## src/rtl/scc_pkg.sv

```systemverilog
// ----------------------------------------------------------------------------
// scc_pkg
// Shared types and constants of the stick channel conditioner.
// ----------------------------------------------------------------------------
`default_nettype none

package scc_pkg;

	// Channel count and field widths
	localparam int NCH    = 4;
	localparam int SMP_W  = 12;
	localparam int MAP_W  = 13;
	localparam int BIAS_W = 11;
	localparam int OUT_W  = 11;
	localparam int CFG_W  = 8;
	localparam int HC_W   = 5;
	localparam int APB_AW = 4;
	localparam int APB_DW = 32;

	// Channel order inside the lane array
	localparam int CH_THR   = 0;
	localparam int CH_YAW   = 1;
	localparam int CH_PITCH = 2;
	localparam int CH_ROLL  = 3;

	// Output range and targets
	localparam logic [OUT_W-1:0] OUT_MIN     = 11'd1000;
	localparam logic [OUT_W-1:0] OUT_MAX     = 11'd2000;
	localparam logic [OUT_W-1:0] OUT_CENTER  = 11'd1500;
	localparam logic [OUT_W-1:0] THR_TARGET  = 11'd1000;
	localparam logic [OUT_W-1:0] AXIS_TARGET = 11'd1500;
	localparam logic [HC_W-1:0]  HOLD_SCANS  = 5'd20;

	// Register map (word index)
	localparam logic [1:0] REG_THR_SNAP  = 2'd0;
	localparam logic [1:0] REG_AXIS_SNAP = 2'd1;
	localparam logic [1:0] REG_TRIM_STEP = 2'd2;

	localparam logic [CFG_W-1:0] THR_SNAP_RST  = 8'd30;
	localparam logic [CFG_W-1:0] AXIS_SNAP_RST = 8'd10;
	localparam logic [CFG_W-1:0] TRIM_STEP_RST = 8'd10;

	// Input transaction
	typedef struct packed {
		logic [SMP_W-1:0] adc_throttle;
		logic [SMP_W-1:0] adc_yaw;
		logic [SMP_W-1:0] adc_pitch;
		logic [SMP_W-1:0] adc_roll;
		logic             calib_key;
		logic             trim_up;
		logic             trim_down;
		logic             trim_left;
		logic             trim_right;
	} scc_in_t;

	// Output transaction
	typedef struct packed {
		logic [OUT_W-1:0] throttle_out;
		logic [OUT_W-1:0] yaw_out;
		logic [OUT_W-1:0] pitch_out;
		logic [OUT_W-1:0] roll_out;
		logic             calib_done;
	} scc_out_t;

	// Trim keys of one scan
	typedef struct packed {
		logic up;
		logic down;
		logic left;
		logic right;
	} scc_keys_t;

	// Two ordered bias steps for one lane
	typedef struct packed {
		logic en1;
		logic neg1;
		logic en2;
		logic neg2;
	} scc_trim_t;

	// Calibration role of one scan
	typedef struct packed {
		logic take;
		logic clear;
		logic cmpl;
	} scc_flags_t;

	// Calibration finish sequence steps
	typedef struct packed {
		logic a;
		logic b;
		logic c;
	} scc_cal_t;

	// Window read qualifiers for the prefetched old sample
	typedef struct packed {
		logic ok;
		logic fwd;
	} scc_rd_t;

	// Per-cycle lane controls
	typedef struct packed {
		logic acc;
		logic en2;
		logic en3;
		logic fire3;
		logic take;
		logic clear;
		logic cmpl;
		logic cal_a;
		logic cal_b;
		logic bias_we;
		logic use_cal;
	} scc_lane_ctl_t;

endpackage

`default_nettype wire

```

## src/rtl/scc_cdiv.sv

```systemverilog
// ----------------------------------------------------------------------------
// scc_cdiv
// Two-stage signed divide by a constant, truncating toward zero.
// Reciprocal multiply in stage a, one compare-and-bump fix in stage b.
// ----------------------------------------------------------------------------
`default_nettype none

module scc_cdiv #(
	parameter int DIVISOR = 8,
	parameter int WIDTH   = 16
) (
	input  wire logic                    clk,
	input  wire logic                    en_a,
	input  wire logic                    en_b,
	input  wire logic signed [WIDTH-1:0] x,
	output logic signed [WIDTH-1:0]      q
);

	localparam int SH = WIDTH;
	localparam int RW = SH + 1;
	localparam int PW = WIDTH + RW;
	localparam int DW = $clog2(DIVISOR + 1);
	localparam int CW = WIDTH + DW;
	localparam logic [RW-1:0] RECIP = RW'((64'd1 << SH) / DIVISOR);

	logic             neg_a;
	logic [WIDTH-1:0] mag_a;
	logic [PW-1:0]    prod_a;
	logic [WIDTH-1:0] mag;
	logic [WIDTH-1:0] q0;
	logic [CW-1:0]    qd;
	logic [CW-1:0]    rem;
	logic [WIDTH-1:0] qm;

	// Stage a: magnitude times reciprocal
	assign mag = x[WIDTH-1] ? WIDTH'(-x) : WIDTH'(x);

	always_ff @(posedge clk) begin
		if (en_a) begin
			neg_a  <= x[WIDTH-1];
			mag_a  <= mag;
			prod_a <= PW'(mag) * PW'(RECIP);
		end
	end

	// Stage b: estimate is low by at most one
	assign q0  = prod_a[SH +: WIDTH];
	assign qd  = CW'(q0) * CW'(DIVISOR);
	assign rem = CW'(mag_a) - qd;
	assign qm  = (rem >= CW'(DIVISOR)) ? q0 + WIDTH'(1) : q0;

	always_ff @(posedge clk) begin
		if (en_b) begin
			q <= neg_a ? -$signed(qm) : $signed(qm);
		end
	end

endmodule

`default_nettype wire

```

## src/rtl/scc_lane.sv

```systemverilog
// ----------------------------------------------------------------------------
// scc_lane
// One stick channel: mapping, moving-average window, output shaping,
// calibration accumulation and bias register.
// ----------------------------------------------------------------------------
`default_nettype none

module scc_lane #(
	parameter int WINDOW_SIZE   = 8,
	parameter int CALIB_SAMPLES = 50
) (
	input  wire logic                         clk,
	input  wire logic                         arst_n,
	input  wire scc_pkg::scc_lane_ctl_t       ctl,
	input  wire scc_pkg::scc_trim_t           trim,
	input  wire logic [scc_pkg::SMP_W-1:0]    sample,
	input  wire logic [((WINDOW_SIZE > 1) ? $clog2(WINDOW_SIZE) : 1)-1:0] slot,
	input  wire logic [((WINDOW_SIZE > 1) ? $clog2(WINDOW_SIZE) : 1)-1:0] nslot,
	input  wire scc_pkg::scc_rd_t             rd,
	input  wire logic [scc_pkg::OUT_W-1:0]    target,
	input  wire logic [scc_pkg::CFG_W-1:0]    snap_hw,
	input  wire logic [scc_pkg::CFG_W-1:0]    trim_step,
	output logic [scc_pkg::OUT_W-1:0]         res
);

	localparam int MW = scc_pkg::MAP_W;
	localparam int BW = scc_pkg::BIAS_W;
	localparam int OW = scc_pkg::OUT_W;
	localparam int SW = $clog2(WINDOW_SIZE) + MW;
	localparam int AW = $clog2(CALIB_SAMPLES) + MW;
	localparam int XW = 15;

	function automatic logic signed [BW-1:0] sat_bias(input logic signed [XW-1:0] v);
		if (v > 15'sd1023) begin
			return 11'sd1023;
		end else if (v < -15'sd1023) begin
			return -11'sd1023;
		end
		return v[BW-1:0];
	endfunction

	function automatic logic signed [BW-1:0] trim_one(
		input logic signed [BW-1:0] b,
		input logic                 en,
		input logic                 neg,
		input logic signed [XW-1:0] st
	);
		logic signed [XW-1:0] t;
		t = neg ? XW'(b) - st : XW'(b) + st;
		return en ? sat_bias(t) : b;
	endfunction

	logic signed [BW-1:0]   bias_q;
	logic signed [13:0]     map_wide;
	logic signed [MW-1:0]   mapped;
	logic signed [MW-1:0]   win_mem [WINDOW_SIZE];
	logic signed [MW-1:0]   rdat_q;
	logic signed [MW-1:0]   mapped_q;
	logic                   ok_q;
	logic                   fwd_q;
	logic signed [MW-1:0]   old_v;
	logic signed [SW-1:0]   sum_q;
	logic signed [SW-1:0]   sum_new;
	logic signed [SW-1:0]   sum_s1;
	logic signed [SW-1:0]   filt_full;
	logic signed [MW-1:0]   filt;
	logic [OW-1:0]          clamp_v;
	logic [OW-1:0]          snap_lo;
	logic [OW-1:0]          snap_hi;
	logic signed [AW-1:0]   accum_q;
	logic signed [AW-1:0]   acc_sum;
	logic signed [AW-1:0]   total_q;
	logic signed [AW-1:0]   avg_full;
	logic signed [MW-1:0]   avg;
	logic signed [XW-1:0]   cal_sum;
	logic signed [XW-1:0]   step_x;
	logic signed [BW-1:0]   bias_base;
	logic signed [BW-1:0]   bias_t1;
	logic signed [BW-1:0]   bias_t2;

	// Map raw sample: 2000 - sample/4 - bias
	assign map_wide = 14'sd2000 - $signed({4'b0, sample[scc_pkg::SMP_W-1:2]}) - 14'(bias_q);
	assign mapped   = map_wide[MW-1:0];

	// Window store: write current slot, prefetch the next slot's old sample
	always_ff @(posedge clk) begin
		if (ctl.acc) begin
			win_mem[slot] <= mapped;
			rdat_q        <= win_mem[nslot];
			mapped_q      <= mapped;
		end
	end

	always_ff @(posedge clk or negedge arst_n) begin
		if (!arst_n) begin
			ok_q  <= 1'b0;
			fwd_q <= 1'b0;
		end else if (ctl.acc) begin
			ok_q  <= rd.ok;
			fwd_q <= rd.fwd;
		end
	end

	// Unwritten entries read as zero; a one-deep window forwards its last write
	assign old_v   = ok_q ? (fwd_q ? mapped_q : rdat_q) : '0;
	assign sum_new = sum_q - SW'(old_v) + SW'(mapped);

	always_ff @(posedge clk or negedge arst_n) begin
		if (!arst_n) begin
			sum_q <= '0;
		end else if (ctl.acc) begin
			sum_q <= sum_new;
		end
	end

	always_ff @(posedge clk) begin
		if (ctl.acc) begin
			sum_s1 <= sum_new;
		end
	end

	// Window average
	scc_cdiv #(
		.DIVISOR (WINDOW_SIZE),
		.WIDTH   (SW)
	) u_wdiv (
		.clk  (clk),
		.en_a (ctl.en2),
		.en_b (ctl.en3),
		.x    (sum_s1),
		.q    (filt_full)
	);

	assign filt = filt_full[MW-1:0];

	// Clamp, then snap to center inside the deadband
	always_comb begin
		if (filt <= 13'sd1000) begin
			clamp_v = scc_pkg::OUT_MIN;
		end else if (filt >= 13'sd2000) begin
			clamp_v = scc_pkg::OUT_MAX;
		end else begin
			clamp_v = filt[OW-1:0];
		end
	end

	assign snap_lo = scc_pkg::OUT_CENTER - OW'(snap_hw);
	assign snap_hi = scc_pkg::OUT_CENTER + OW'(snap_hw);
	assign res     = (clamp_v >= snap_lo && clamp_v <= snap_hi) ? scc_pkg::OUT_CENTER : clamp_v;

	// Calibration accumulation of filtered values
	assign acc_sum = (ctl.clear ? AW'(0) : accum_q) + AW'(filt);

	always_ff @(posedge clk or negedge arst_n) begin
		if (!arst_n) begin
			accum_q <= '0;
		end else if (ctl.fire3 && ctl.take) begin
			accum_q <= acc_sum;
		end
	end

	always_ff @(posedge clk) begin
		if (ctl.fire3 && ctl.take && ctl.cmpl) begin
			total_q <= acc_sum;
		end
	end

	scc_cdiv #(
		.DIVISOR (CALIB_SAMPLES),
		.WIDTH   (AW)
	) u_cdiv (
		.clk  (clk),
		.en_a (ctl.cal_a),
		.en_b (ctl.cal_b),
		.x    (total_q),
		.q    (avg_full)
	);

	assign avg = avg_full[MW-1:0];

	// Bias update: calibration offset first, then the two trim steps
	assign cal_sum   = XW'(bias_q) + XW'(avg) - $signed({4'b0, target});
	assign step_x    = $signed({7'b0, trim_step});
	assign bias_base = ctl.use_cal ? sat_bias(cal_sum) : bias_q;
	assign bias_t1   = trim_one(bias_base, trim.en1, trim.neg1, step_x);
	assign bias_t2   = trim_one(bias_t1, trim.en2, trim.neg2, step_x);

	always_ff @(posedge clk or negedge arst_n) begin
		if (!arst_n) begin
			bias_q <= '0;
		end else if (ctl.bias_we) begin
			bias_q <= bias_t2;
		end
	end

endmodule

`default_nettype wire

```

## src/rtl/scc_ctl.sv

```systemverilog
// ----------------------------------------------------------------------------
// scc_ctl
// Scan control shared by all lanes: window slot, calibrate hold and sample
// counters, and the calibration finish sequence.
// ----------------------------------------------------------------------------
`default_nettype none

module scc_ctl #(
	parameter int WINDOW_SIZE   = 8,
	parameter int CALIB_SAMPLES = 50
) (
	input  wire logic                  clk,
	input  wire logic                  arst_n,
	input  wire logic                  acc,
	input  wire logic                  calib_key,
	input  wire scc_pkg::scc_keys_t    keys,
	input  wire logic                  fire_cmpl,
	output scc_pkg::scc_flags_t        flags,
	output logic [((WINDOW_SIZE > 1) ? $clog2(WINDOW_SIZE) : 1)-1:0] slot,
	output logic [((WINDOW_SIZE > 1) ? $clog2(WINDOW_SIZE) : 1)-1:0] nslot,
	output scc_pkg::scc_rd_t           rd,
	output logic                       busy,
	output scc_pkg::scc_cal_t          cal,
	output scc_pkg::scc_keys_t         held_keys
);

	localparam int SLW = (WINDOW_SIZE > 1) ? $clog2(WINDOW_SIZE) : 1;
	localparam int CCW = $clog2(CALIB_SAMPLES + 1);
	localparam int HW  = scc_pkg::HC_W;

	logic [SLW-1:0] slot_q;
	logic           full_q;
	logic           last;
	logic [HW-1:0]  hc_q;
	logic [HW-1:0]  hc_inc;
	logic [CCW-1:0] cc_q;
	logic [CCW-1:0] cc_inc;
	logic           busy_q;
	logic           cal_a_q;
	logic           cal_b_q;
	logic           cal_c_q;

	// Window slot and fill flag
	assign last  = (slot_q == SLW'(WINDOW_SIZE - 1));
	assign nslot = last ? '0 : slot_q + SLW'(1);
	assign slot  = slot_q;
	assign rd.ok  = full_q || (nslot <= slot_q);
	assign rd.fwd = (nslot == slot_q);

	always_ff @(posedge clk or negedge arst_n) begin
		if (!arst_n) begin
			slot_q <= '0;
			full_q <= 1'b0;
		end else if (acc) begin
			slot_q <= nslot;
			if (last) begin
				full_q <= 1'b1;
			end
		end
	end

	// Calibration role of the scan being accepted
	assign hc_inc      = (hc_q < scc_pkg::HOLD_SCANS) ? hc_q + HW'(1) : hc_q;
	assign cc_inc      = cc_q + CCW'(1);
	assign flags.take  = calib_key && (hc_inc >= scc_pkg::HOLD_SCANS);
	assign flags.clear = flags.take && (cc_q == '0);
	assign flags.cmpl  = flags.take && (cc_inc >= CCW'(CALIB_SAMPLES));

	always_ff @(posedge clk or negedge arst_n) begin
		if (!arst_n) begin
			hc_q <= '0;
			cc_q <= '0;
		end else if (acc && calib_key) begin
			hc_q <= flags.cmpl ? '0 : hc_inc;
			if (flags.take) begin
				cc_q <= flags.cmpl ? '0 : cc_inc;
			end
		end
	end

	// Finish sequence: average divide (two steps), then bias write
	always_ff @(posedge clk or negedge arst_n) begin
		if (!arst_n) begin
			busy_q  <= 1'b0;
			cal_a_q <= 1'b0;
			cal_b_q <= 1'b0;
			cal_c_q <= 1'b0;
		end else begin
			cal_a_q <= fire_cmpl;
			cal_b_q <= cal_a_q;
			cal_c_q <= cal_b_q;
			if (acc && flags.cmpl) begin
				busy_q <= 1'b1;
			end else if (cal_c_q) begin
				busy_q <= 1'b0;
			end
		end
	end

	// Trim keys of the completing scan apply after the calibration offset
	always_ff @(posedge clk) begin
		if (acc && flags.cmpl) begin
			held_keys <= keys;
		end
	end

	assign busy  = busy_q;
	assign cal.a = cal_a_q;
	assign cal.b = cal_b_q;
	assign cal.c = cal_c_q;

endmodule

`default_nettype wire

```

## src/rtl/stick_channel_conditioner.sv

```systemverilog
// ----------------------------------------------------------------------------
// stick_channel_conditioner
// Takes scan transactions (four 12-bit stick samples and key flags) and
// returns for each one transaction of four conditioned channels in
// 1000..2000 plus a calibration-done flag. Four identical lanes process the
// channels side by side; the result register merges them. A result passes
// stages s1, s2, s3 and the result register; a new scan is taken every
// cycle unless the output stalls: the window sum and bias update close
// within the accept cycle. A scan that completes calibration holds in_ready
// low until its new bias has gone through a divide by CALIB_SAMPLES and
// been written. Interrupted calibration resumes where it stopped. Registers
// (APB, byte address 4*i): 0 throttle snap half width, 1 axis snap half
// width, 2 trim step. No clearing pass is needed after reset.
// ----------------------------------------------------------------------------
`default_nettype none

module stick_channel_conditioner #(
	parameter int WINDOW_SIZE   = 8,
	parameter int CALIB_SAMPLES = 50
) (
	input  wire logic                          clk,
	input  wire logic                          arst_n,
	// Configuration port
	input  wire logic                          psel,
	input  wire logic                          penable,
	input  wire logic                          pwrite,
	input  wire logic [scc_pkg::APB_AW-1:0]    paddr,
	input  wire logic [scc_pkg::APB_DW-1:0]    pwdata,
	output logic [scc_pkg::APB_DW-1:0]         prdata,
	output logic                               pready,
	// Scan input
	input  wire logic                          in_valid,
	output logic                               in_ready,
	input  wire scc_pkg::scc_in_t              in_data,
	// Result output
	output logic                               out_valid,
	input  wire logic                          out_ready,
	output scc_pkg::scc_out_t                  out_data
);

	localparam int SLW = (WINDOW_SIZE > 1) ? $clog2(WINDOW_SIZE) : 1;
	localparam int NCH = scc_pkg::NCH;
	localparam int OW  = scc_pkg::OUT_W;
	localparam int CW  = scc_pkg::CFG_W;

	logic [CW-1:0]          thr_hw_q;
	logic [CW-1:0]          axis_hw_q;
	logic [CW-1:0]          step_q;
	logic [1:0]             reg_idx;
	logic                   cfg_wr;

	logic                   acc;
	logic                   busy;
	logic                   vld_s1;
	logic                   vld_s2;
	logic                   vld_s3;
	scc_pkg::scc_flags_t    fl_s1;
	scc_pkg::scc_flags_t    fl_s2;
	scc_pkg::scc_flags_t    fl_s3;
	logic                   en2;
	logic                   en3;
	logic                   fire3;
	logic                   out_valid_q;
	scc_pkg::scc_out_t      out_q;

	scc_pkg::scc_flags_t    flags_now;
	scc_pkg::scc_rd_t       rd;
	scc_pkg::scc_cal_t      cal;
	scc_pkg::scc_keys_t     keys;
	scc_pkg::scc_keys_t     held_keys;
	scc_pkg::scc_keys_t     tkeys;
	logic [SLW-1:0]         slot;
	logic [SLW-1:0]         nslot;
	scc_pkg::scc_lane_ctl_t lane_ctl;
	scc_pkg::scc_trim_t     lane_trim [NCH];
	logic [scc_pkg::SMP_W-1:0] lane_smp [NCH];
	logic [OW-1:0]          lane_res [NCH];

	// Configuration registers
	assign pready  = 1'b1;
	assign reg_idx = paddr[3:2];
	assign cfg_wr  = psel && penable && pwrite;

	always_ff @(posedge clk or negedge arst_n) begin
		if (!arst_n) begin
			thr_hw_q  <= scc_pkg::THR_SNAP_RST;
			axis_hw_q <= scc_pkg::AXIS_SNAP_RST;
			step_q    <= scc_pkg::TRIM_STEP_RST;
		end else if (cfg_wr) begin
			unique case (reg_idx)
				scc_pkg::REG_THR_SNAP:  thr_hw_q  <= pwdata[CW-1:0];
				scc_pkg::REG_AXIS_SNAP: axis_hw_q <= pwdata[CW-1:0];
				scc_pkg::REG_TRIM_STEP: step_q    <= pwdata[CW-1:0];
				default: ;
			endcase
		end
	end

	always_comb begin
		unique case (reg_idx)
			scc_pkg::REG_THR_SNAP:  prdata = scc_pkg::APB_DW'(thr_hw_q);
			scc_pkg::REG_AXIS_SNAP: prdata = scc_pkg::APB_DW'(axis_hw_q);
			scc_pkg::REG_TRIM_STEP: prdata = scc_pkg::APB_DW'(step_q);
			default:                prdata = '0;
		endcase
	end

	// Pipeline handshake: each stage moves when the next one frees up
	assign fire3    = vld_s3 && (!out_valid_q || out_ready);
	assign en3      = vld_s2 && (!vld_s3 || fire3);
	assign en2      = vld_s1 && (!vld_s2 || en3);
	assign in_ready = (!vld_s1 || en2) && !busy;
	assign acc      = in_valid && in_ready;

	always_ff @(posedge clk or negedge arst_n) begin
		if (!arst_n) begin
			vld_s1 <= 1'b0;
			vld_s2 <= 1'b0;
			vld_s3 <= 1'b0;
		end else begin
			if (acc) begin
				vld_s1 <= 1'b1;
			end else if (en2) begin
				vld_s1 <= 1'b0;
			end
			if (en2) begin
				vld_s2 <= 1'b1;
			end else if (en3) begin
				vld_s2 <= 1'b0;
			end
			if (en3) begin
				vld_s3 <= 1'b1;
			end else if (fire3) begin
				vld_s3 <= 1'b0;
			end
		end
	end

	always_ff @(posedge clk) begin
		if (acc) begin
			fl_s1 <= flags_now;
		end
		if (en2) begin
			fl_s2 <= fl_s1;
		end
		if (en3) begin
			fl_s3 <= fl_s2;
		end
	end

	// Shared scan control
	assign keys.up    = in_data.trim_up;
	assign keys.down  = in_data.trim_down;
	assign keys.left  = in_data.trim_left;
	assign keys.right = in_data.trim_right;

	scc_ctl #(
		.WINDOW_SIZE   (WINDOW_SIZE),
		.CALIB_SAMPLES (CALIB_SAMPLES)
	) u_ctl (
		.clk       (clk),
		.arst_n    (arst_n),
		.acc       (acc),
		.calib_key (in_data.calib_key),
		.keys      (keys),
		.fire_cmpl (fire3 && fl_s3.cmpl),
		.flags     (flags_now),
		.slot      (slot),
		.nslot     (nslot),
		.rd        (rd),
		.busy      (busy),
		.cal       (cal),
		.held_keys (held_keys)
	);

	// Lane controls
	always_comb begin
		lane_ctl.acc     = acc;
		lane_ctl.en2     = en2;
		lane_ctl.en3     = en3;
		lane_ctl.fire3   = fire3;
		lane_ctl.take    = fl_s3.take;
		lane_ctl.clear   = fl_s3.clear;
		lane_ctl.cmpl    = fl_s3.cmpl;
		lane_ctl.cal_a   = cal.a;
		lane_ctl.cal_b   = cal.b;
		lane_ctl.bias_we = (acc && !flags_now.cmpl) || cal.c;
		lane_ctl.use_cal = cal.c;
	end

	// Trim: pitch up then down, roll left then right
	assign tkeys = cal.c ? held_keys : keys;

	always_comb begin
		lane_trim[scc_pkg::CH_THR]        = '0;
		lane_trim[scc_pkg::CH_YAW]        = '0;
		lane_trim[scc_pkg::CH_PITCH].en1  = tkeys.up;
		lane_trim[scc_pkg::CH_PITCH].neg1 = 1'b1;
		lane_trim[scc_pkg::CH_PITCH].en2  = tkeys.down;
		lane_trim[scc_pkg::CH_PITCH].neg2 = 1'b0;
		lane_trim[scc_pkg::CH_ROLL].en1   = tkeys.left;
		lane_trim[scc_pkg::CH_ROLL].neg1  = 1'b0;
		lane_trim[scc_pkg::CH_ROLL].en2   = tkeys.right;
		lane_trim[scc_pkg::CH_ROLL].neg2  = 1'b1;
	end

	assign lane_smp[scc_pkg::CH_THR]   = in_data.adc_throttle;
	assign lane_smp[scc_pkg::CH_YAW]   = in_data.adc_yaw;
	assign lane_smp[scc_pkg::CH_PITCH] = in_data.adc_pitch;
	assign lane_smp[scc_pkg::CH_ROLL]  = in_data.adc_roll;

	// Channel lanes
	for (genvar c = 0; c < NCH; c++) begin : g_lane
		scc_lane #(
			.WINDOW_SIZE   (WINDOW_SIZE),
			.CALIB_SAMPLES (CALIB_SAMPLES)
		) u_lane (
			.clk       (clk),
			.arst_n    (arst_n),
			.ctl       (lane_ctl),
			.trim      (lane_trim[c]),
			.sample    (lane_smp[c]),
			.slot      (slot),
			.nslot     (nslot),
			.rd        (rd),
			.target    ((c == scc_pkg::CH_THR) ? scc_pkg::THR_TARGET : scc_pkg::AXIS_TARGET),
			.snap_hw   ((c == scc_pkg::CH_THR) ? thr_hw_q : axis_hw_q),
			.trim_step (step_q),
			.res       (lane_res[c])
		);
	end

	// Result register merges the lanes
	always_ff @(posedge clk or negedge arst_n) begin
		if (!arst_n) begin
			out_valid_q <= 1'b0;
		end else if (fire3) begin
			out_valid_q <= 1'b1;
		end else if (out_ready) begin
			out_valid_q <= 1'b0;
		end
	end

	always_ff @(posedge clk) begin
		if (fire3) begin
			out_q.throttle_out <= lane_res[scc_pkg::CH_THR];
			out_q.yaw_out      <= lane_res[scc_pkg::CH_YAW];
			out_q.pitch_out    <= lane_res[scc_pkg::CH_PITCH];
			out_q.roll_out     <= lane_res[scc_pkg::CH_ROLL];
			out_q.calib_done   <= fl_s3.cmpl;
		end
	end

	assign out_valid = out_valid_q;
	assign out_data  = out_q;

endmodule

`default_nettype wire

```

## config.mk

```make
export PLATFORM = sky130hd
export DESIGN_NAME = stick_channel_conditioner
export DESIGN_NICKNAME = d
export VERILOG_FILES = /design/src/rtl/scc_pkg.sv /design/src/rtl/scc_cdiv.sv /design/src/rtl/scc_lane.sv /design/src/rtl/scc_ctl.sv /design/src/rtl/stick_channel_conditioner.sv
export SDC_FILE = /design/constraint.sdc
export NUM_CORES = 2
export LEC_CHECK = 0
export BUFFER_PORTS_ARGS = -buffer_cell sky130_fd_sc_hd__buf_2
export CORE_UTILIZATION = 54
export DETAILED_ROUTE_END_ITERATION = 16
export PLACE_DENSITY = 0.7
export REMOVE_ABC_BUFFERS = 1
export SLEW_MARGIN = 10
export SYNTH_ARGS = -nofsm -noshare
export SYNTH_HDL_FRONTEND = slang
export SYNTH_HIERARCHICAL = 1
export SYNTH_SLANG_ARGS = --single-unit
```

## constraint.sdc

```tcl
create_clock -name clk -period 16.3 [get_ports clk]
set_input_delay 1.63 -clock clk [delete_from_list [all_inputs] [get_ports clk]]
set_output_delay 1.63 -clock clk [all_outputs]
set_load 0.01 [all_outputs]
```

# [Yosys cells after proc, flatten, opt, wreduce, memory -nomap -nowiden]
# Memories as Yosys holds them, arrays and structs flattened. A register that Yosys moved wholly into a read port is not among the register bits.
# Index checks and enable logic that the tools add are counted.
[classes] n_addsub=71 mul=8 magnitude_cmp=44 eq_ne=4 n_mux=108 n_reduce_logical=45
[ops] cell="two-way mux 11 bit" n=38
[ops] cell="two-way mux 13 bit" n=24
[ops] cell="two-way mux 19 bit" n=8
[ops] cell="multiplier 19 x 14 -> 33 bit, second input constant" n=4
[ops] cell="greater-than comparator 15 x 11 -> 1 bit, second input constant" n=8
[ops] cell="less-than comparator 15 x 11 -> 1 bit, second input constant" n=8
[ops] cell="adder 13 x 1 -> 13 bit, second input constant" n=8
[ops] cell="negation 13 bit" n=8
[ops] cell=">= comparator 25 x 6 -> 1 bit, second input constant" n=4
[ops] cell="subtractor 19 x 20 -> 21 bit" n=4
[ops] cell=">= comparator 20 x 4 -> 1 bit, second input constant" n=4
[ops] cell="adder 19 x 13 -> 19 bit" n=4
[ops] cell="multiplier 14 x 5 -> 19 bit, second input constant" n=4
[ops] cell="negation 19 bit" n=4
[ops] cell="subtractor 16 x 16 -> 17 bit" n=4
[ops] cell="adder 16 x 13 -> 16 bit" n=4
[ops] cell="negation 16 bit" n=4
[ops] cell="subtractor 16 x 13 -> 16 bit" n=4
[ops] cell="two-way mux 15 bit" n=4
[ops] cell="adder 11 x 13 -> 14 bit" n=4
[ops] cell=">= comparator 13 x 12 -> 1 bit, second input constant" n=4
[ops] cell="<= comparator 13 x 11 -> 1 bit, second input constant" n=4
[ops] cell="subtractor 12 x 11 -> 13 bit" n=4
[ops] cell="subtractor 11 x 10 -> 12 bit, first input constant" n=4
[ops] cell="32 further kinds" n=110
[word_totals] register_bits=867 ram_bits=416 n_memories=4
[memory_table] memory="g_lane[0].u_lane.win_mem" depth=8 word_bits=13 rd=1 rd_clocked_by_memory_dff=1 wr=1 line_no="scc_lane.sv:56" rtl="logic signed [MW-1:0] win_mem [WINDOW_SIZE];"
[memory_table] memory="g_lane[1].u_lane.win_mem" depth=8 word_bits=13 rd=1 rd_clocked_by_memory_dff=1 wr=1 line_no="scc_lane.sv:56"
[memory_table] memory="g_lane[2].u_lane.win_mem" depth=8 word_bits=13 rd=1 rd_clocked_by_memory_dff=1 wr=1 line_no="scc_lane.sv:56"
[memory_table] memory="g_lane[3].u_lane.win_mem" depth=8 word_bits=13 rd=1 rd_clocked_by_memory_dff=1 wr=1 line_no="scc_lane.sv:56"

# [Depth between registers and ports, before layout]
[logic_depth] depth_word=19 ltp_mapped=39

# [Cells and area by module]
# The synthesis kept the hierarchy.
[by_module_without_submodules] mod="scc_lane (g_lane[0].u_lane ...)" n_inst=2 cells_per_inst=1269 area_each_um2=14254.9 seq_area_each_um2=6155.9
[by_module_without_submodules] mod="scc_lane (g_lane[1].u_lane)" n_inst=1 cells_per_inst=1328 area_each_um2=14537.7 seq_area_each_um2=6155.9
[by_module_without_submodules] mod="scc_lane (g_lane[3].u_lane)" n_inst=1 cells_per_inst=1249 area_each_um2=14131.1 seq_area_each_um2=6155.9
[by_module_without_submodules] mod="scc_cdiv (g_lane[1].u_lane.u_cdiv)" n_inst=1 cells_per_inst=997 area_each_um2=9729.3 seq_area_each_um2=1561.5
[by_module_without_submodules] mod="scc_cdiv (g_lane[3].u_lane.u_cdiv)" n_inst=1 cells_per_inst=983 area_each_um2=9718.1 seq_area_each_um2=1561.5
[by_module_without_submodules] mod="scc_cdiv (g_lane[2].u_lane.u_cdiv)" n_inst=1 cells_per_inst=968 area_each_um2=9638.0 seq_area_each_um2=1561.5
[by_module_without_submodules] mod="scc_cdiv (g_lane[0].u_lane.u_cdiv)" n_inst=1 cells_per_inst=939 area_each_um2=9385.3 seq_area_each_um2=1561.5
[by_module_without_submodules] mod="scc_cdiv (g_lane[0].u_lane.u_wdiv ...)" n_inst=4 cells_per_inst=108 area_each_um2=1541.5 seq_area_each_um2=900.9
[by_module_without_submodules] mod="stick_channel_conditioner" n_inst=1 cells_per_inst=188 area_each_um2=3218.1 seq_area_each_um2=2332.2
[by_module_without_submodules] mod="scc_ctl" n_inst=1 cells_per_inst=126 area_each_um2=1356.3 seq_area_each_um2=595.6

# [Worst setup path before layout]
# No wires, ideal clock.
[synth_timing] kind="input-to-reg" from="in out_ready" to="mem g_lane[0].u_lane/win_mem[0][0] in the netlist's numbering (enable)" setup_ps=401 arrival_ps=11471 required_time_ps=15899 slack_ps=4428 path_stages=5 cell_sequence="nor2b_1 -> and4_1 -> nor2_1 -> nand2b_1 -> nor3_1"
[synth_via] elab_chain_cells=11
[synth_rtl] element="start, declared" line_no="stick_channel_conditioner.sv:37" rtl="input wire logic out_ready,"
[synth_rtl] element="logical OR 1 bit" line_no="stick_channel_conditioner.sv:109" rtl="assign fire3 = vld_s3 && (!out_valid_q || out_ready);"
[synth_rtl] element="logical AND 1 bit" line_no="stick_channel_conditioner.sv:109"
[synth_rtl] element="logical OR 1 bit" line_no="stick_channel_conditioner.sv:110" rtl="assign en3 = vld_s2 && (!vld_s3 || fire3);"
[synth_rtl] element="logical AND 1 bit" line_no="stick_channel_conditioner.sv:110"
[synth_rtl] element="logical OR 1 bit" line_no="stick_channel_conditioner.sv:111" rtl="assign en2 = vld_s1 && (!vld_s2 || en3);"
[synth_rtl] element="logical AND 1 bit" line_no="stick_channel_conditioner.sv:111"
[synth_rtl] element="logical OR 1 bit" line_no="stick_channel_conditioner.sv:112" rtl="assign in_ready = (!vld_s1 || en2) && !busy;"
[synth_rtl] element="logical AND 1 bit" line_no="stick_channel_conditioner.sv:112"
[synth_rtl] element="logical AND 1 bit" line_no="stick_channel_conditioner.sv:113" rtl="assign acc = in_valid && in_ready;"
[synth_rtl] element="via acc" line_no="stick_channel_conditioner.sv:52" rtl="logic acc;"
[synth_rtl] element="two-way mux 1 bit" line_no="scc_lane.sv:87" rtl="if (ctl.acc) begin"
[synth_rtl] element="two-way mux 1 bit (implied by the code)" line_no="scc_lane.sv:88" rtl="win_mem[slot] <= mapped;"
[synth_rtl] element="end, declared" line_no="scc_lane.sv:56"
# The timed path passes the listed nets, and every way through them passes these cells.

# [Final worst setup path]
[layout_timing] from="reg g_lane[3].u_lane.bias_q[9]" to="reg g_lane[3].u_lane.bias_q[2]"
[layout_via] elab_chain_cells=19
[layout_rtl] element="start, declared" line_no="scc_lane.sv:53" rtl="logic signed [BW-1:0] bias_q;"
[layout_rtl] element="start signal, assigned" line_no="scc_lane.sv:192" rtl="bias_q <= bias_t2;"
[layout_rtl] element="adder 11 x 13 -> 14 bit" line_no="scc_lane.sv:182" rtl="assign cal_sum = XW'(bias_q) + XW'(avg) - $signed({4'b0, target});"
[layout_rtl] element="subtractor 15 x 12 -> 15 bit" line_no="scc_lane.sv:182"
[layout_rtl] element="less-than comparator 15 x 11 -> 1 bit" line_no="scc_lane.sv:36" rtl="end else if (v < -15'sd1023) begin"
[layout_rtl] element="two-way mux 1 bit" line_no="scc_lane.sv:36"
[layout_rtl] element="two-way mux 1 bit" line_no="scc_lane.sv:34" rtl="if (v > 15'sd1023) begin"
[layout_rtl] element="two-way mux 11 bit" line_no="scc_lane.sv:39" rtl="return v[BW-1:0];"
[layout_rtl] element="two-way mux 11 bit (*)" line_no="scc_lane.sv:184" rtl="assign bias_base = ctl.use_cal ? sat_bias(cal_sum) : bias_q;"
[layout_rtl] element="adder 11 x 9 -> 12 bit" line_no="scc_lane.sv:49" rtl="t = neg ? XW'(b) - st : XW'(b) + st;"
[layout_rtl] element="[3 not listed]"
[layout_rtl] element="two-way mux 11 bit" line_no="scc_lane.sv:39"
[layout_rtl] element="two-way mux 11 bit (*)" line_no="scc_lane.sv:50" rtl="return en ? sat_bias(t) : b;"
[layout_rtl] element="subtractor 11 x 9 -> 12 bit" line_no="scc_lane.sv:49"
[layout_rtl] element="less-than comparator 15 x 11 -> 1 bit" line_no="scc_lane.sv:36"
[layout_rtl] element="two-way mux 1 bit" line_no="scc_lane.sv:36"
[layout_rtl] element="two-way mux 1 bit" line_no="scc_lane.sv:34"
[layout_rtl] element="two-way mux 11 bit" line_no="scc_lane.sv:39"
[layout_rtl] element="two-way mux 11 bit (*)" line_no="scc_lane.sv:50"
# Mark *: on every way between the ends. The rest lies on a longest branch, timed or not.
# A chain may end at the register's enable or synchronous reset.

==> impl_summary.txt <==
----------------------------------------------------
[Worst setup path]
  Most frequent cell on the critical path ... sky130_fd_sc_hd__a21oi_1
  Slowest cell on the critical path ... sky130_fd_sc_hd__or4_1
  CP startpoint kind ... register
  Type of destination of the critical path ... register
  Data arrival time of the critical path ... 10,470 ps
  Count of buffering cells on the critical path with inverters included ... 2
  Delay-heaviest family, CP ... compound AO/OA/AOI/OAI gates
  CP peak stage delay ... ~600 ps
  Critical Setup Path Class ... register to register
  Launch point of the critical path ... g_lane[3].u_lane/bias_q[9]
  Critical Path Fanout Max ... 10
  Worst reg2reg path startpoint ... g_lane[3].u_lane/bias_q[9]
  Worst EP required ... roughly 17,000 ps

[Detailed routing]
  Length of the first detailed-routing pass in iterations ... 6
  Total Wirelength ... roughly 260 mm
  DRC marker count from the first detailed-route iteration ... 5,178
  Routed vias ... ~74,000
  Via density per instance ... 5.90
  Post-DRT Antenna Nets ... 0
  Remaining routing DRC violations ... 0
  Average wire per standard cell ... between 20 and 25 um

[Timing]
  Number of failing hold endpoints at the final stage ... 0
  Max Slew Vio Count ... 0
  Post-route fraction of the period consumed by the critical path ... 0.602
  Worst setup skew after layout ... 61.8 ps
  # setup viols final ... 0
  Tmin final ... just under 10,000 ps
  Setup TNS ... 0 ps
  Slew at the pin closest to its max-slew limit ... about 1200 ps
  Worst slew slack as a fraction of its limit ... 0.184
  RSZ-0062 raised after global routing ... no
  Hold_ws ... about 420 ps
  Highest achievable clock rate ... a little over 0.1 GHz

[Synthesis]
  Post-synthesis cell count ... 9,608
  Netlist Area Pre-Place ... about 100,000 sq um
  Total number of yosys warnings ... 6
  Avg Synthesized Cell Area ... 10.9 sq um

[Floorplanning]
  Count of standard-cell rows ... 161
  Height of the die ... 442 um
  Width of the chip ... about 440 um
  Starting density of the core ... 0.544
  Standard cell core area ... 192,000 sq um
  Die area ... 195,000 sq um
  Number of I/O pins ... 176

[Global route]
  Layer with the highest usage after global routing ... met2
  Wire length of the first global-routing pass ... 405 mm
  Met3 Track Usage GR ... 0.0299
  Global Route met2 Usage ... 0.447
  Vias in the first global route ... 74,800
  Number of antenna violations at the first check in global routing ... 14
  Global Route met1 Usage ... 0.335
  Total routing usage reported by global routing ... 0.261
  GRT Residual Overflow ... 0
  Maximum number of pins on one net before global-route repair ... 117

[Clocking]
  CTS tree ... yes
  Post-CTS Resized ... 0
  Clock edge transition at the registers on the reported setup and hold paths ... 50 ps
  Number of buffers inserted to repair setup after CTS ... 0
  Max Root-Sink Buffers ... 3
  Clock latency on the worst-skew pair ... 820 ps
  CTS Root Buffer Type ... sky130_fd_sc_hd__clkbuf_16
  Number of buffers added by the clock tree synthesis step ... 140
  Clock tree sinks ... 1,249
  Maximum level of the CTS H-tree ... 4
  Number of hold-repair buffers added at the cts stage ... 0

[Layout]
  Layout cell share with drive strength beyond 1 ... 0.109
  Layout overhead on the synthesized area ... 8.29%
  Final standard cell count with taps included and fillers excluded ... around 12,000
  Net count, final ... 11,700
  Share of the core filled with cells in the final layout ... 0.589

[Hold path]
  Type of the most critical hold path ... register to register
  Launch point of the worst hold path ... fl_s1[1]

[Placed design]
  Half-perimeter wire length after detailed placement ... 197 mm
  Final weighted congestion in routability-driven placement ... 0.939
  Buffers added on ports ... 116
  Placed cell count ... 12,200

[Outcome]
  Outcome ... complete, no violations

[Job]
  Number of max-capacitance violations reported ... 0

----------------------------------------------------
-- through the flow --
step / setup WS [ps] / area [sq um]
2_1_floorplan: 558 / 104000
3_3_place_gp: 6730 / 108000
3_5_place_dp: 6650 / 108000
4_1_cts: 6590 / 113000
5_1_grt: 5850 / 113000
6_report: 6490 / 113000
-- worst register-to-register path: cells and delay by family (launching register included) --
family	cells	cell delay (ps)
XOR/XNOR	3	510
AO/OA/AOI/OAI	16	3900
flip-flops	1	350
AND/OR/NAND/NOR	10	3040
buffers and inverters	2	160
adder cells (fa/ha/maj)	4	1720
-- final timing paths --
| check | slack, ps | to | cells past startpoint |
|---|---|---|---|
| setup / recovery | 6490 | g_lane[3].u_lane/bias_q[2] | 35 |
| hold / removal | 420 | fl_s2[1] | 0 |
| setup reg to reg | 6490 | g_lane[3].u_lane/bias_q[2] | 35 |
| hold reg to reg | 420 | fl_s2[1] | 0 |
| max in group asynchronous | 13420 | g_lane[3].u_lane/sum_q[12] | 3 |
| min in group asynchronous | 780 | g_lane[1].u_lane/accum_q[14] | 1 |
-- placed cells by master (no fill, tap or decap), types with 111 or more instances in the layout --
cell / instances
sky130_fd_sc_hd__edfxtp_1: 1010
sky130_fd_sc_hd__ha_1: 1237
sky130_fd_sc_hd__nand2b_1: 152
sky130_fd_sc_hd__nor2_1: 541
sky130_fd_sc_hd__mux2_2: 273
sky130_fd_sc_hd__buf_2: 115
sky130_fd_sc_hd__a21oi_1: 366
sky130_fd_sc_hd__buf_4: 111
sky130_fd_sc_hd__o21ai_0: 351
sky130_fd_sc_hd__nor2b_1: 168
sky130_fd_sc_hd__nor3_1: 160
sky130_fd_sc_hd__a21o_1: 171
sky130_fd_sc_hd__fa_1: 516
sky130_fd_sc_hd__o21a_1: 127
sky130_fd_sc_hd__xnor2_1: 560
sky130_fd_sc_hd__nand3_1: 130
sky130_fd_sc_hd__nand2_1: 491
sky130_fd_sc_hd__inv_1: 1166
sky130_fd_sc_hd__dfrtp_1: 228
sky130_fd_sc_hd__clkbuf_16: 143
sky130_fd_sc_hd__xor2_1: 169
-- state kept, by name (all words and copies together), names as in the netlist, 56 cells and up --
register,flops
g_lane.u_lane/accum_q,76
g_lane.u_lane/sum_q,64
g_lane.u_lane/sum_s1,64
g_lane.u_lane/total_q,76
g_lane.u_lane/u_cdiv/mag_a,72
g_lane.u_lane/u_cdiv/prod_a,56
g_lane.u_lane/win_mem,416
-- final cells by class --
type                       count  area [sq um]
sequential                  1249         36300
multi-input combinational   7039         63100
antenna                       16          40.0
timing repair buffer         229          1460
fill                       15700         79100
clock inverter                69           896
tap                         2526          3160
clock buffer                 188          3870
inverter                    1169          4390
-- per-layer routing --
layer,share of wire,routed length (um)
met1,0.42,108000
met2,0.49,125000
met3,0.048,12200
met4,0.041,10600
met5,0,0
Power is not shown: default switching activity piles up to over one toggle a cycle in this logic, so the estimate is an artifact.
